File: src/clsp_pkg.sv
package clsp_pkg;

  localparam int GW = 31;
  localparam int MW = 16;
  localparam int PW = GW + MW;

  localparam logic [GW:0]   MOD1  = 32'd2147483563;
  localparam logic [GW:0]   MOD2  = 32'd2147483399;
  localparam logic [GW:0]   WRAP1 = 32'd2147483562;
  localparam logic [MW-1:0] MUL1  = 16'd40014;
  localparam logic [MW-1:0] MUL2  = 16'd40692;
  localparam logic [7:0]    FOLD1 = 8'd85;
  localparam logic [7:0]    FOLD2 = 8'd249;
  localparam logic [GW-1:0] CLAMP_FROM = 31'd2147483306;

  localparam logic [0:0] REG_SEED = 1'b0;

  typedef enum logic [2:0] {
    OP_NONE,
    OP_LOAD,
    OP_MUL,
    OP_INIT_RED,
    OP_DRAW_RED,
    OP_READ,
    OP_WRITE
  } clsp_op_e;

  typedef struct packed {
    clsp_op_e op;
  } clsp_cmd_t;

  typedef struct packed {
    logic init_last;
    logic out_free;
  } clsp_status_t;

endpackage

File: src/clsp_ctrl.sv
module clsp_ctrl
  import clsp_pkg::*;
(
  input  logic         clk_i,
  input  logic         rst_ni,
  input  logic         in_valid_i,
  input  logic         in_reseed_i,
  output logic         in_ready_o,
  input  clsp_status_t status_i,
  output clsp_cmd_t    cmd_o
);

  localparam logic [2:0] ST_IDLE = 3'd0;
  localparam logic [2:0] ST_LOAD = 3'd1;
  localparam logic [2:0] ST_IMUL = 3'd2;
  localparam logic [2:0] ST_IRED = 3'd3;
  localparam logic [2:0] ST_DMUL = 3'd4;
  localparam logic [2:0] ST_DRED = 3'd5;
  localparam logic [2:0] ST_DRD  = 3'd6;
  localparam logic [2:0] ST_DWR  = 3'd7;

  logic [2:0] state_q, state_d;
  logic       needs_init_q, needs_init_d;

  always_comb begin
    state_d      = state_q;
    needs_init_d = needs_init_q;
    in_ready_o   = 1'b0;
    cmd_o.op     = OP_NONE;
    unique case (state_q)
      ST_IDLE: begin
        in_ready_o = 1'b1;
        if (in_valid_i) begin
          if (in_reseed_i || needs_init_q) begin
            state_d = ST_LOAD;
          end else begin
            state_d = ST_DMUL;
          end
        end
      end
      ST_LOAD: begin
        cmd_o.op = OP_LOAD;
        state_d  = ST_IMUL;
      end
      ST_IMUL: begin
        cmd_o.op = OP_MUL;
        state_d  = ST_IRED;
      end
      ST_IRED: begin
        cmd_o.op = OP_INIT_RED;
        if (status_i.init_last) begin
          needs_init_d = 1'b0;
          state_d      = ST_DMUL;
        end else begin
          state_d = ST_IMUL;
        end
      end
      ST_DMUL: begin
        cmd_o.op = OP_MUL;
        state_d  = ST_DRED;
      end
      ST_DRED: begin
        cmd_o.op = OP_DRAW_RED;
        state_d  = ST_DRD;
      end
      ST_DRD: begin
        cmd_o.op = OP_READ;
        state_d  = ST_DWR;
      end
      ST_DWR: begin
        if (status_i.out_free) begin
          cmd_o.op = OP_WRITE;
          state_d  = ST_IDLE;
        end
      end
      default: state_d = ST_IDLE;
    endcase
  end

  always_ff @(posedge clk_i or negedge rst_ni) begin
    if (!rst_ni) begin
      state_q      <= ST_IDLE;
      needs_init_q <= 1'b1;
    end else begin
      state_q      <= state_d;
      needs_init_q <= needs_init_d;
    end
  end

endmodule

File: src/clsp_dp.sv
module clsp_dp
  import clsp_pkg::*;
#(
  parameter int TABLE_DEPTH = 32
) (
  input  logic          clk_i,
  input  logic          rst_ni,
  input  logic [GW-1:0] seed_i,
  input  clsp_cmd_t     cmd_i,
  output clsp_status_t  status_o,
  input  logic          out_ready_i,
  output logic          out_valid_o,
  output logic [GW-1:0] out_value_o,
  output logic          out_clamped_o
);

  localparam int CW  = $clog2(TABLE_DEPTH + 8);
  localparam int AW  = $clog2(TABLE_DEPTH);
  localparam int QW  = $clog2(TABLE_DEPTH + 1);
  localparam int QPW = GW + QW;
  localparam longint unsigned SLOT_DIV = 64'(WRAP1) / TABLE_DEPTH + 64'd1;
  localparam longint unsigned RECIP    = (64'd1 << GW) / SLOT_DIV;
  localparam logic [QW-1:0]  RECIP_W  = QW'(RECIP);
  localparam logic [QPW-1:0] DIV_W    = QPW'(SLOT_DIV);
  localparam logic [QW-1:0]  SLOT_MAX = QW'(TABLE_DEPTH - 1);
  localparam logic [CW-1:0]  CNT_INIT = CW'(TABLE_DEPTH + 7);
  localparam logic [CW-1:0]  DEPTH_C  = CW'(TABLE_DEPTH);

  function automatic logic [GW-1:0] reduce(input logic [PW-1:0] p, input logic [7:0] fold,
                                           input logic [GW:0] modv);
    logic [GW:0] s;
    s = {1'b0, p[GW-1:0]} + (GW+1)'(p[PW-1:GW]) * (GW+1)'(fold);
    if (s >= modv) begin
      s = s - modv;
    end
    return s[GW-1:0];
  endfunction

  logic [GW-1:0]  g1_q, g2_q, last_q, rd_q;
  logic [PW-1:0]  p1_q, p2_q;
  logic [QW-1:0]  qe_q;
  logic [AW-1:0]  slot_q;
  logic [CW-1:0]  cnt_q;
  logic [GW-1:0]  mem [TABLE_DEPTH];
  logic           out_valid_q;
  logic [GW-1:0]  out_value_q;
  logic           out_clamped_q;

  logic [GW-1:0]  g1_red, g2_red, seed_eff;
  logic [QPW-1:0] qe_prod, q_back, rem;
  logic [QW-1:0]  q_fix, slot_sat;
  logic [GW:0]    y_full;
  logic [GW-1:0]  y;
  logic           we;
  logic [AW-1:0]  waddr;
  logic [GW-1:0]  wdata;

  assign g1_red   = reduce(p1_q, FOLD1, MOD1);
  assign g2_red   = reduce(p2_q, FOLD2, MOD2);
  assign seed_eff = (seed_i == '0) ? GW'(1) : seed_i;

  assign qe_prod  = QPW'(last_q) * QPW'(RECIP_W);
  assign q_back   = QPW'(qe_q) * DIV_W;
  assign rem      = QPW'(last_q) - q_back;
  assign q_fix    = qe_q + QW'(rem >= DIV_W);
  assign slot_sat = (q_fix > SLOT_MAX) ? SLOT_MAX : q_fix;

  always_comb begin
    if (rd_q > g2_q) begin
      y_full = {1'b0, rd_q} - {1'b0, g2_q};
    end else begin
      y_full = WRAP1 - ({1'b0, g2_q} - {1'b0, rd_q});
    end
  end
  assign y = y_full[GW-1:0];

  always_comb begin
    we    = 1'b0;
    waddr = slot_q;
    wdata = g1_q;
    if (cmd_i.op == OP_INIT_RED) begin
      we    = (cnt_q < DEPTH_C);
      waddr = cnt_q[AW-1:0];
      wdata = g1_red;
    end else if (cmd_i.op == OP_WRITE) begin
      we = 1'b1;
    end
  end

  always_ff @(posedge clk_i) begin
    if (we) begin
      mem[waddr] <= wdata;
    end
    if (cmd_i.op == OP_READ) begin
      rd_q <= mem[slot_q];
    end
  end

  always_ff @(posedge clk_i) begin
    case (cmd_i.op)
      OP_LOAD: begin
        g1_q  <= seed_eff;
        g2_q  <= seed_eff;
        cnt_q <= CNT_INIT;
      end
      OP_MUL: begin
        p1_q <= PW'(g1_q) * PW'(MUL1);
        p2_q <= PW'(g2_q) * PW'(MUL2);
        qe_q <= qe_prod[QPW-1:GW];
      end
      OP_INIT_RED: begin
        g1_q  <= g1_red;
        cnt_q <= cnt_q - CW'(1);
        if (cnt_q == '0) begin
          last_q <= g1_red;
        end
      end
      OP_DRAW_RED: begin
        g1_q   <= g1_red;
        g2_q   <= g2_red;
        slot_q <= slot_sat[AW-1:0];
      end
      OP_WRITE: begin
        last_q        <= y;
        out_value_q   <= y;
        out_clamped_q <= (y >= CLAMP_FROM);
      end
      default: ;
    endcase
  end

  always_ff @(posedge clk_i or negedge rst_ni) begin
    if (!rst_ni) begin
      out_valid_q <= 1'b0;
    end else if (cmd_i.op == OP_WRITE) begin
      out_valid_q <= 1'b1;
    end else if (out_ready_i) begin
      out_valid_q <= 1'b0;
    end
  end

  assign status_o.init_last = (cnt_q == '0);
  assign status_o.out_free  = !out_valid_q || out_ready_i;
  assign out_valid_o        = out_valid_q;
  assign out_value_o        = out_value_q;
  assign out_clamped_o      = out_clamped_q;

endmodule

File: src/combined_lcg_shuffle_prng_top.sv
// Combined congruential generator with a shuffle table.
// Each word accepted on the input stream requests one draw; bit 0 of its data
// asks for the generators and the table to be rebuilt from the seed register first.
// Each draw yields one output word: the value in tdata and the clamp flag in tuser.
// The user must write the seed register through the APB port only while the block
// is idle; the block itself does not enforce this. An ordinary draw runs the
// modular multiply, the reduce with the slot computation, and the table read and
// write before the output word is registered.
// The input is ready again in the cycle after the result is registered, so a new
// request is taken only once the previous draw is done. A rebuild loads both
// generators from the seed, then runs one multiply and reduce of the first generator per step.
// After reset the seed is 1, and the first draw always rebuilds the table.
// A finished word waits in the output register while the next request is taken
// and worked on; if the receiver still stalls, that draw holds before its
// table write until the register frees.
module combined_lcg_shuffle_prng_top
  import clsp_pkg::*;
#(
  parameter int TABLE_DEPTH = 32
) (
  input  logic        clk_i,
  input  logic        rst_ni,
  input  logic        s_axis_tvalid_i,
  output logic        s_axis_tready_o,
  input  logic [7:0]  s_axis_tdata_i,   // [0] reseed, [7:1] zero
  output logic        m_axis_tvalid_o,
  input  logic        m_axis_tready_i,
  output logic [31:0] m_axis_tdata_o,   // [30:0] value, [31] zero
  output logic [0:0]  m_axis_tuser_o,   // [0] clamped
  input  logic        psel,
  input  logic        penable,
  input  logic        pwrite,
  input  logic [2:0]  paddr,
  input  logic [31:0] pwdata,
  output logic [31:0] prdata,
  output logic        pready
);

  logic [GW-1:0] seed_q;
  clsp_cmd_t     cmd;
  clsp_status_t  status;
  logic [GW-1:0] out_value;
  logic          out_clamped;

  assign pready = 1'b1;

  always_ff @(posedge clk_i or negedge rst_ni) begin
    if (!rst_ni) begin
      seed_q <= GW'(1);
    end else if (psel && penable && pwrite && pready && (paddr[2] == REG_SEED)) begin
      seed_q <= pwdata[GW-1:0];
    end
  end

  assign prdata = (paddr[2] == REG_SEED) ? {1'b0, seed_q} : '0;

  clsp_ctrl u_ctrl (
    .clk_i       (clk_i),
    .rst_ni      (rst_ni),
    .in_valid_i  (s_axis_tvalid_i),
    .in_reseed_i (s_axis_tdata_i[0]),
    .in_ready_o  (s_axis_tready_o),
    .status_i    (status),
    .cmd_o       (cmd)
  );

  clsp_dp #(
    .TABLE_DEPTH (TABLE_DEPTH)
  ) u_dp (
    .clk_i         (clk_i),
    .rst_ni        (rst_ni),
    .seed_i        (seed_q),
    .cmd_i         (cmd),
    .status_o      (status),
    .out_ready_i   (m_axis_tready_i),
    .out_valid_o   (m_axis_tvalid_o),
    .out_value_o   (out_value),
    .out_clamped_o (out_clamped)
  );

  assign m_axis_tdata_o = {1'b0, out_value};
  assign m_axis_tuser_o = out_clamped;

  a_write_needs_room: assert property (@(posedge clk_i) disable iff (!rst_ni)
    (cmd.op == OP_WRITE) |-> status.out_free)
    else $error("draw completed while the output register was still occupied");

  a_valid_from_write: assert property (@(posedge clk_i) disable iff (!rst_ni)
    $rose(m_axis_tvalid_o) |-> $past(cmd.op == OP_WRITE))
    else $error("output word appeared without a completed draw");

  a_idle_quiet: assert property (@(posedge clk_i) disable iff (!rst_ni)
    s_axis_tready_o |-> (cmd.op == OP_NONE))
    else $error("datapath commanded while waiting for a request");

endmodule
File: config.mk
export PLATFORM = sky130hd
export DESIGN_NAME = combined_lcg_shuffle_prng_top
export DESIGN_NICKNAME = d
export VERILOG_FILES = /design/src/clsp_pkg.sv /design/src/clsp_ctrl.sv /design/src/clsp_dp.sv /design/src/combined_lcg_shuffle_prng_top.sv
export SDC_FILE = /design/constraint.sdc
export NUM_CORES = 2
export LEC_CHECK = 0
export ABC_AREA = 1
export BUFFER_PORTS_ARGS = -buffer_cell sky130_fd_sc_hd__buf_4
export CAP_MARGIN = 40
export CORE_MARGIN = 2
export CORE_UTILIZATION = 45
export CTS_CLUSTER_SIZE = 8
export DETAILED_ROUTE_END_ITERATION = 8
export GPL_TIMING_DRIVEN = 0
export MAX_ROUTING_LAYER = met4
export PLACE_DENSITY_LB_ADDON = 0.1
export SYNTH_ARGS = -nofsm -noshare
export SYNTH_HDL_FRONTEND = slang
export SYNTH_SLANG_ARGS = --single-unit
File: constraint.sdc
create_clock -name clk_i -period 20 [get_ports clk_i]
set_input_delay 4 -clock clk_i [delete_from_list [all_inputs] [get_ports clk_i]]
set_output_delay 4 -clock clk_i [all_outputs]
set_load 0.02 [all_outputs]
# Word level (Yosys, flattened, before mapping)
# Memory sizes are Yosys's and may differ from the RTL's. A register that Yosys moved wholly into a read port is not among the register bits.
# Cells that the tools add are included.
# word_totals
register_bits	268
mem_bits_rw	992
inputBits	50
output_inout_bits	68
memories	1
# mem_list
name	words	word_bits	rd	rd_clocked_by_memory_dff	wr	line	text
u_dp.mem	32	31	1	1	1	clsp_dp.sv:44	logic [GW-1:0] mem [TABLE_DEPTH];
# classes
add_sub_neg	10
n_mul	5
order_cmp	7
eq_ne	16
muxes	26
n_bitwise	1
reduce_logical	19
# ops
cell	count
$mux W31	7
$pmux W31 S2	3
$ge A32 B31 Y1 const B	2
$sub A31 B31 Y31	2
$sub A31 B31 Y31 const B	2
$mul A31 B15 Y46 const B	1
$mul A31 B14 Y45 const B	1
$ge A37 B26 Y1 const B	1
$sub A31 B32 Y33	1
$add A31 B23 Y32	1
$add A31 B24 Y32	1
$ge A31 B31 Y1 const B	1
$gt A31 B31 Y1	1
$logic_not A31 Y1	1
$sub A31 B31 Y31 const A	1
$mul A5 B25 Y30 const B	1
$mul A16 B8 Y24 const B	1
$pmux W3 S8	1
$mul A16 B7 Y23 const B	1
$eq A3 B3 Y1 const B	7
$pmux W3 S6	1
$mux W3	5
$eq A3 B2 Y1 const B	4
$pmux W6 S2	1
other kinds (17)	36

# Depth between registers and ports, before layout
# logic_depth
depth_word	9
ltp_mapped	33
mapped_depth_nobuf	33

# By module
# Synthesis repeated with hierarchy kept, for this count alone.
# unflattened
cells_unflattened	8454
area_unflattened_um2	83202.3
# modules_own_cells
module	n_inst	cells_per_inst	area_each_um2	seq_area_each_um2
clsp_dp	1	8210	81451.9	37681.1
combined_lcg_shuffle_prng_top	1	208	1503.9	777.0
clsp_ctrl	1	36	246.5	101.3

# Worst setup path before layout
# Ideal clock, no wire load.
# synth_timing
kind	register to register
start	reg u_ctrl.state_q[0]
end	reg u_dp.p1_q[10], enable pin
arrival_ps	10063
setup_slack_ps	9149
stages_incl_launch_ff	5
n_path_buf	0
cell_sequence	dfrtp_1 inv_1 nand2_1 nor2_1 nor4_1
# synth_via
elab_chain_len	4
word_cells_on_any_way	10
cone_classes	8 x eq/ne; 1 x mux; 1 x reduce/logical
# synth_lines
element	line	text
start: declaration	clsp_ctrl.sv:22	logic [2:0] state_q, state_d;
start signal: assignment	clsp_ctrl.sv:85	state_q <= state_d;
$eq A3 B2 Y1 / $eq A3 B3 Y1 (equally long branches)	clsp_ctrl.sv:30	unique case (state_q)
$reduce_or A2 Y1 (no source line)	--	
$pmux W3 S6 (*)	clsp_ctrl.sv:30	
$eq A3 B2 Y1 (*)	clsp_dp.sv:100	case (cmd_i.op)
end signal: assignment	clsp_dp.sv:107	p1_q <= PW'(g1_q) * PW'(MUL1);
end: declaration	clsp_dp.sv:40	logic [PW-1:0] p1_q, p2_q;
# Mark *: on every way between the ends. The rest lies on a longest branch, timed or not.
# A chain may end at the register's enable or synchronous reset.

# Final worst setup path
# layout_timing
start	in paddr[2]
end	out prdata[9]
# layout_via
elab_chain_len	1
# layout_lines
element	line	text
start: declaration	combined_lcg_shuffle_prng_top.sv:33	input logic [2:0] paddr,
$mux W31	combined_lcg_shuffle_prng_top.sv:55	assign prdata = (paddr[2] == REG_SEED) ? {1'b0, seed_q} : '0;
end: declaration	combined_lcg_shuffle_prng_top.sv:35	output logic [31:0] prdata,
# Every way passes these cells.

==> impl_metrics.csv <==
group,metric,value,unit
run_status,status,"complete, no violations",
yosys,synthArstFlopShare,2.79,%
cts,ctsHoldBuffers,0,
worst_setup_path,worstSetupStartpointType,"input port",
grt,grt_pass1_vias,63069,
cts,postCtsSetupRepairBufs,0,
cts,cts_sinks,1290,
die,die_y,434,µm
job,maxCapViolCount,0,
cts,insertion_delay,0.85,ns
final_layout,drive_gt1_share,7.01,%
timing,slew_headroom,34.5,%
place,dp_hpwl,238,mm
timing,max_freq,113,MHz
final_layout,multi_input_area,39000,µm²
place,port_buffers,104,
timing,hold_viol_final,0,
timing,fin_crit_sh,44.4,%
cts,ctsResizeCount,0,
timing,setup_viol,0,
cts,path_clk_slew,0.05,ns
timing,final.setup_skew,0.0821,ns
cts,cts_root_buf,"clkbuf_16",
yosys,syn-cell-area,83000,µm²
yosys,synthDistinctLibCells,57,
grt,grt_util_all_layers,33.2,%
final_layout,syn_to_final_growth,14.6,%
die,row_count,157,
yosys,syn_inst,8410,
grt,antenna_found_initial,19,
final_layout,final_cell_mix,"nand2_1 (1389), edfxtp_1 (1254), inv_1 (1245)",
worst_setup_path,path_cells,"buf_4 -> clkbuf_1 -> nor2_1 -> buf_4",
worst_setup_path,cp_max_fo,10,
grt,grt_pass1_wl,436,mm
route,wirelength,303,mm
route,wire_per_inst,26.6,µm
place,dpl_cell_area,90000,µm²
route,dr_total_vias,64740,
worst_hold_path,hold_path.class,"register to register",
place,finalWeightedCongestion,0.953,
yosys,yosys-top-cells-area,"edfxtp_1 (45%), fa_1 (11%), ha_1 (8.9%)",
route,post_drt_via_cell_ratio,5.69,
yosys,synth_edf_count,1254,
worst_setup_path,crit_family,"buffers and inverters",
final_layout,final_common_cell,"nand2_1",
timing,min_period,8.88,ns
final_layout,postLayoutCellArea,95100,µm²
yosys,synth_flop_cell,"edfxtp_1",
die,dieArea,188000,µm²
die,core-area,183000,µm²
grt,grt_max_degree,37,
cts,htreeDepth,4,
worst_setup_path,path_class,"input port to primary output",
grt,grt-ovfl-total,0,
yosys,ys_seq_area_share,46.4,%
timing,rsz0062_at_grt,"no",
yosys,yosys.area.top_type_share,45.4,%
final_layout,fill_cells,16727,
die,initial_core_util,45.3,%
worst_setup_path,cp_slowest_cell,"clkbuf_1",
yosys,yosys_warnings,0,
timing,worst_slack,11.12,ns
worst_setup_path,slowest_delay,0.40,ns
timing,final.setup.tns,0,ns
place,dpl_worst_slack,11.13,ns
yosys,avgSynthCellArea,9.87,µm²
timing,maxSlewViolCount,0,
final_layout,regArea,38600,µm²
worst_setup_path,required,16.00,ns
route,drc,0,
timing,worst_pin_slew,0.983,ns
cts,clock_path_buffers,3,
yosys,ys_seq_elements,1290,
worst_setup_path,cp_num_buf_inv,3,
cts,cts_inserted_buffers,182,
route,firstDrtPassIters,7,
route,postRouteAntennaNets,0,
route,dr.first_iter.drc_count,6780,
worst_setup_path,end_kind,"primary output",
worst_setup_path,cp_data_arrival_time,4.88,ns
cts,cts_tree,"built",
die,die_w,434,µm
yosys,yosysTopAreaCell,"edfxtp_1",
final_layout,final_nets,9969,
die,io_pins,118,
worst_setup_path,critPathMostFrequentCell,"buf_4",
==> final timing paths <==
check                               startpoint                   to  slack, ns  depth (start not counted)
setup / recovery                      paddr[2]            prdata[9]      11.12                          4
hold / removal             u_ctrl.needs_init_q  u_ctrl.needs_init_q       0.46                          2
setup reg to reg                  u_dp.qe_q[3]       u_dp.slot_q[4]      12.90                         28
hold reg to reg            u_ctrl.needs_init_q  u_ctrl.needs_init_q       0.46                          2
max in group asynchronous               rst_ni    u_ctrl.state_q[2]      16.38                          1
min in group asynchronous               rst_ni    u_ctrl.state_q[0]       3.20                          1
==> synth_stat cells, types with 15 or more instances <==
master	count
o221ai_1	194
nor3_1	47
nor4_1	15
xnor2_1	49
o21ai_0	684
buf_1	15
xor2_1	114
a32oi_1	27
clkbuf_1	226
o21bai_1	17
o21ai_2	15
nor2_1	1008
a31oi_1	58
edfxtp_1	1254
inv_1	1245
nand3b_1	20
nand3_2	15
o21ai_1	16
nand2_2	15
dfrtp_1	34
nand4_1	68
ha_1	590
nand3_1	337
fa_1	469
o22ai_1	61
nand2_1	1402
a21oi_1	289
==> sequential cells by signal, summed over array words and instances, names as in the netlist, 6 cells and up <==
name,cells
u_dp.mem,992
u_dp.out_value_o,31
u_dp.rd_q,31
u_dp.last_q,30
u_dp.cnt_q,6
u_dp.g2_q,31
seed_q,31
u_dp.g1_q,31
u_dp.p1_q,46
u_dp.p2_q,45
==> area by class of cell <==
cell class / count / share of cell area [%]
Multi-Input combinational cell: 5598 / 41.0
Sequential cell: 1290 / 40.5
Inverter: 1261 / 4.98
Clock buffer: 202 / 4.89
Timing Repair Buffer: 265 / 3.71
Tap cell: 2464 / 3.24
Buffer: 262 / 1.14
Clock inverter: 22 / 0.476
Antenna cell: 12 / 0.0316
==> tightest hold or removal path, cell delays in order, from the launching register on <==
cell     delay, ns
dfstp_2       0.37
inv_1         0.05
nor2_1        0.03
==> metrics by stage <==
step,cells,hold WS (ns),utilization [%]
after floorplan,8411,0.424,-
after detailed placement,11135,0.445,49.1
after global placement,10979,0.444,47.4
after CTS,11359,0.452,51.9
final,11376,0.455,51.9
after global routing,11372,0.456,51.9
==> per-layer routing <==
| metal | part of all wire, % | GRT usage [%] |
|---|---|---|
| met1 | 41 | 43.4 |
| met2 | 46 | 51.6 |
| met3 | 8.5 | 6.53 |
| met5 | 0 | - |
| met4 | 4.0 | 11.7 |
==> cell families (layout without fill, tap and decap cells) <==
group,count (synthesis),after routing,share of synthesized area [%]
and+or+nand+nor,2956,2956,14.6
xor gates and xnor gates,165,165,1.76
adders and majority gates,1059,1059,20.2
AOI/OAI and AO/OA,1415,1415,10.0
DFF,1290,1290,46.4
other,2,15,0.00904
buffers and inverters,1523,2012,7.00
Power is left out: the tool's default activity adds up to more than one toggle a clock period on the data nets, which glitch-free logic cannot reach.
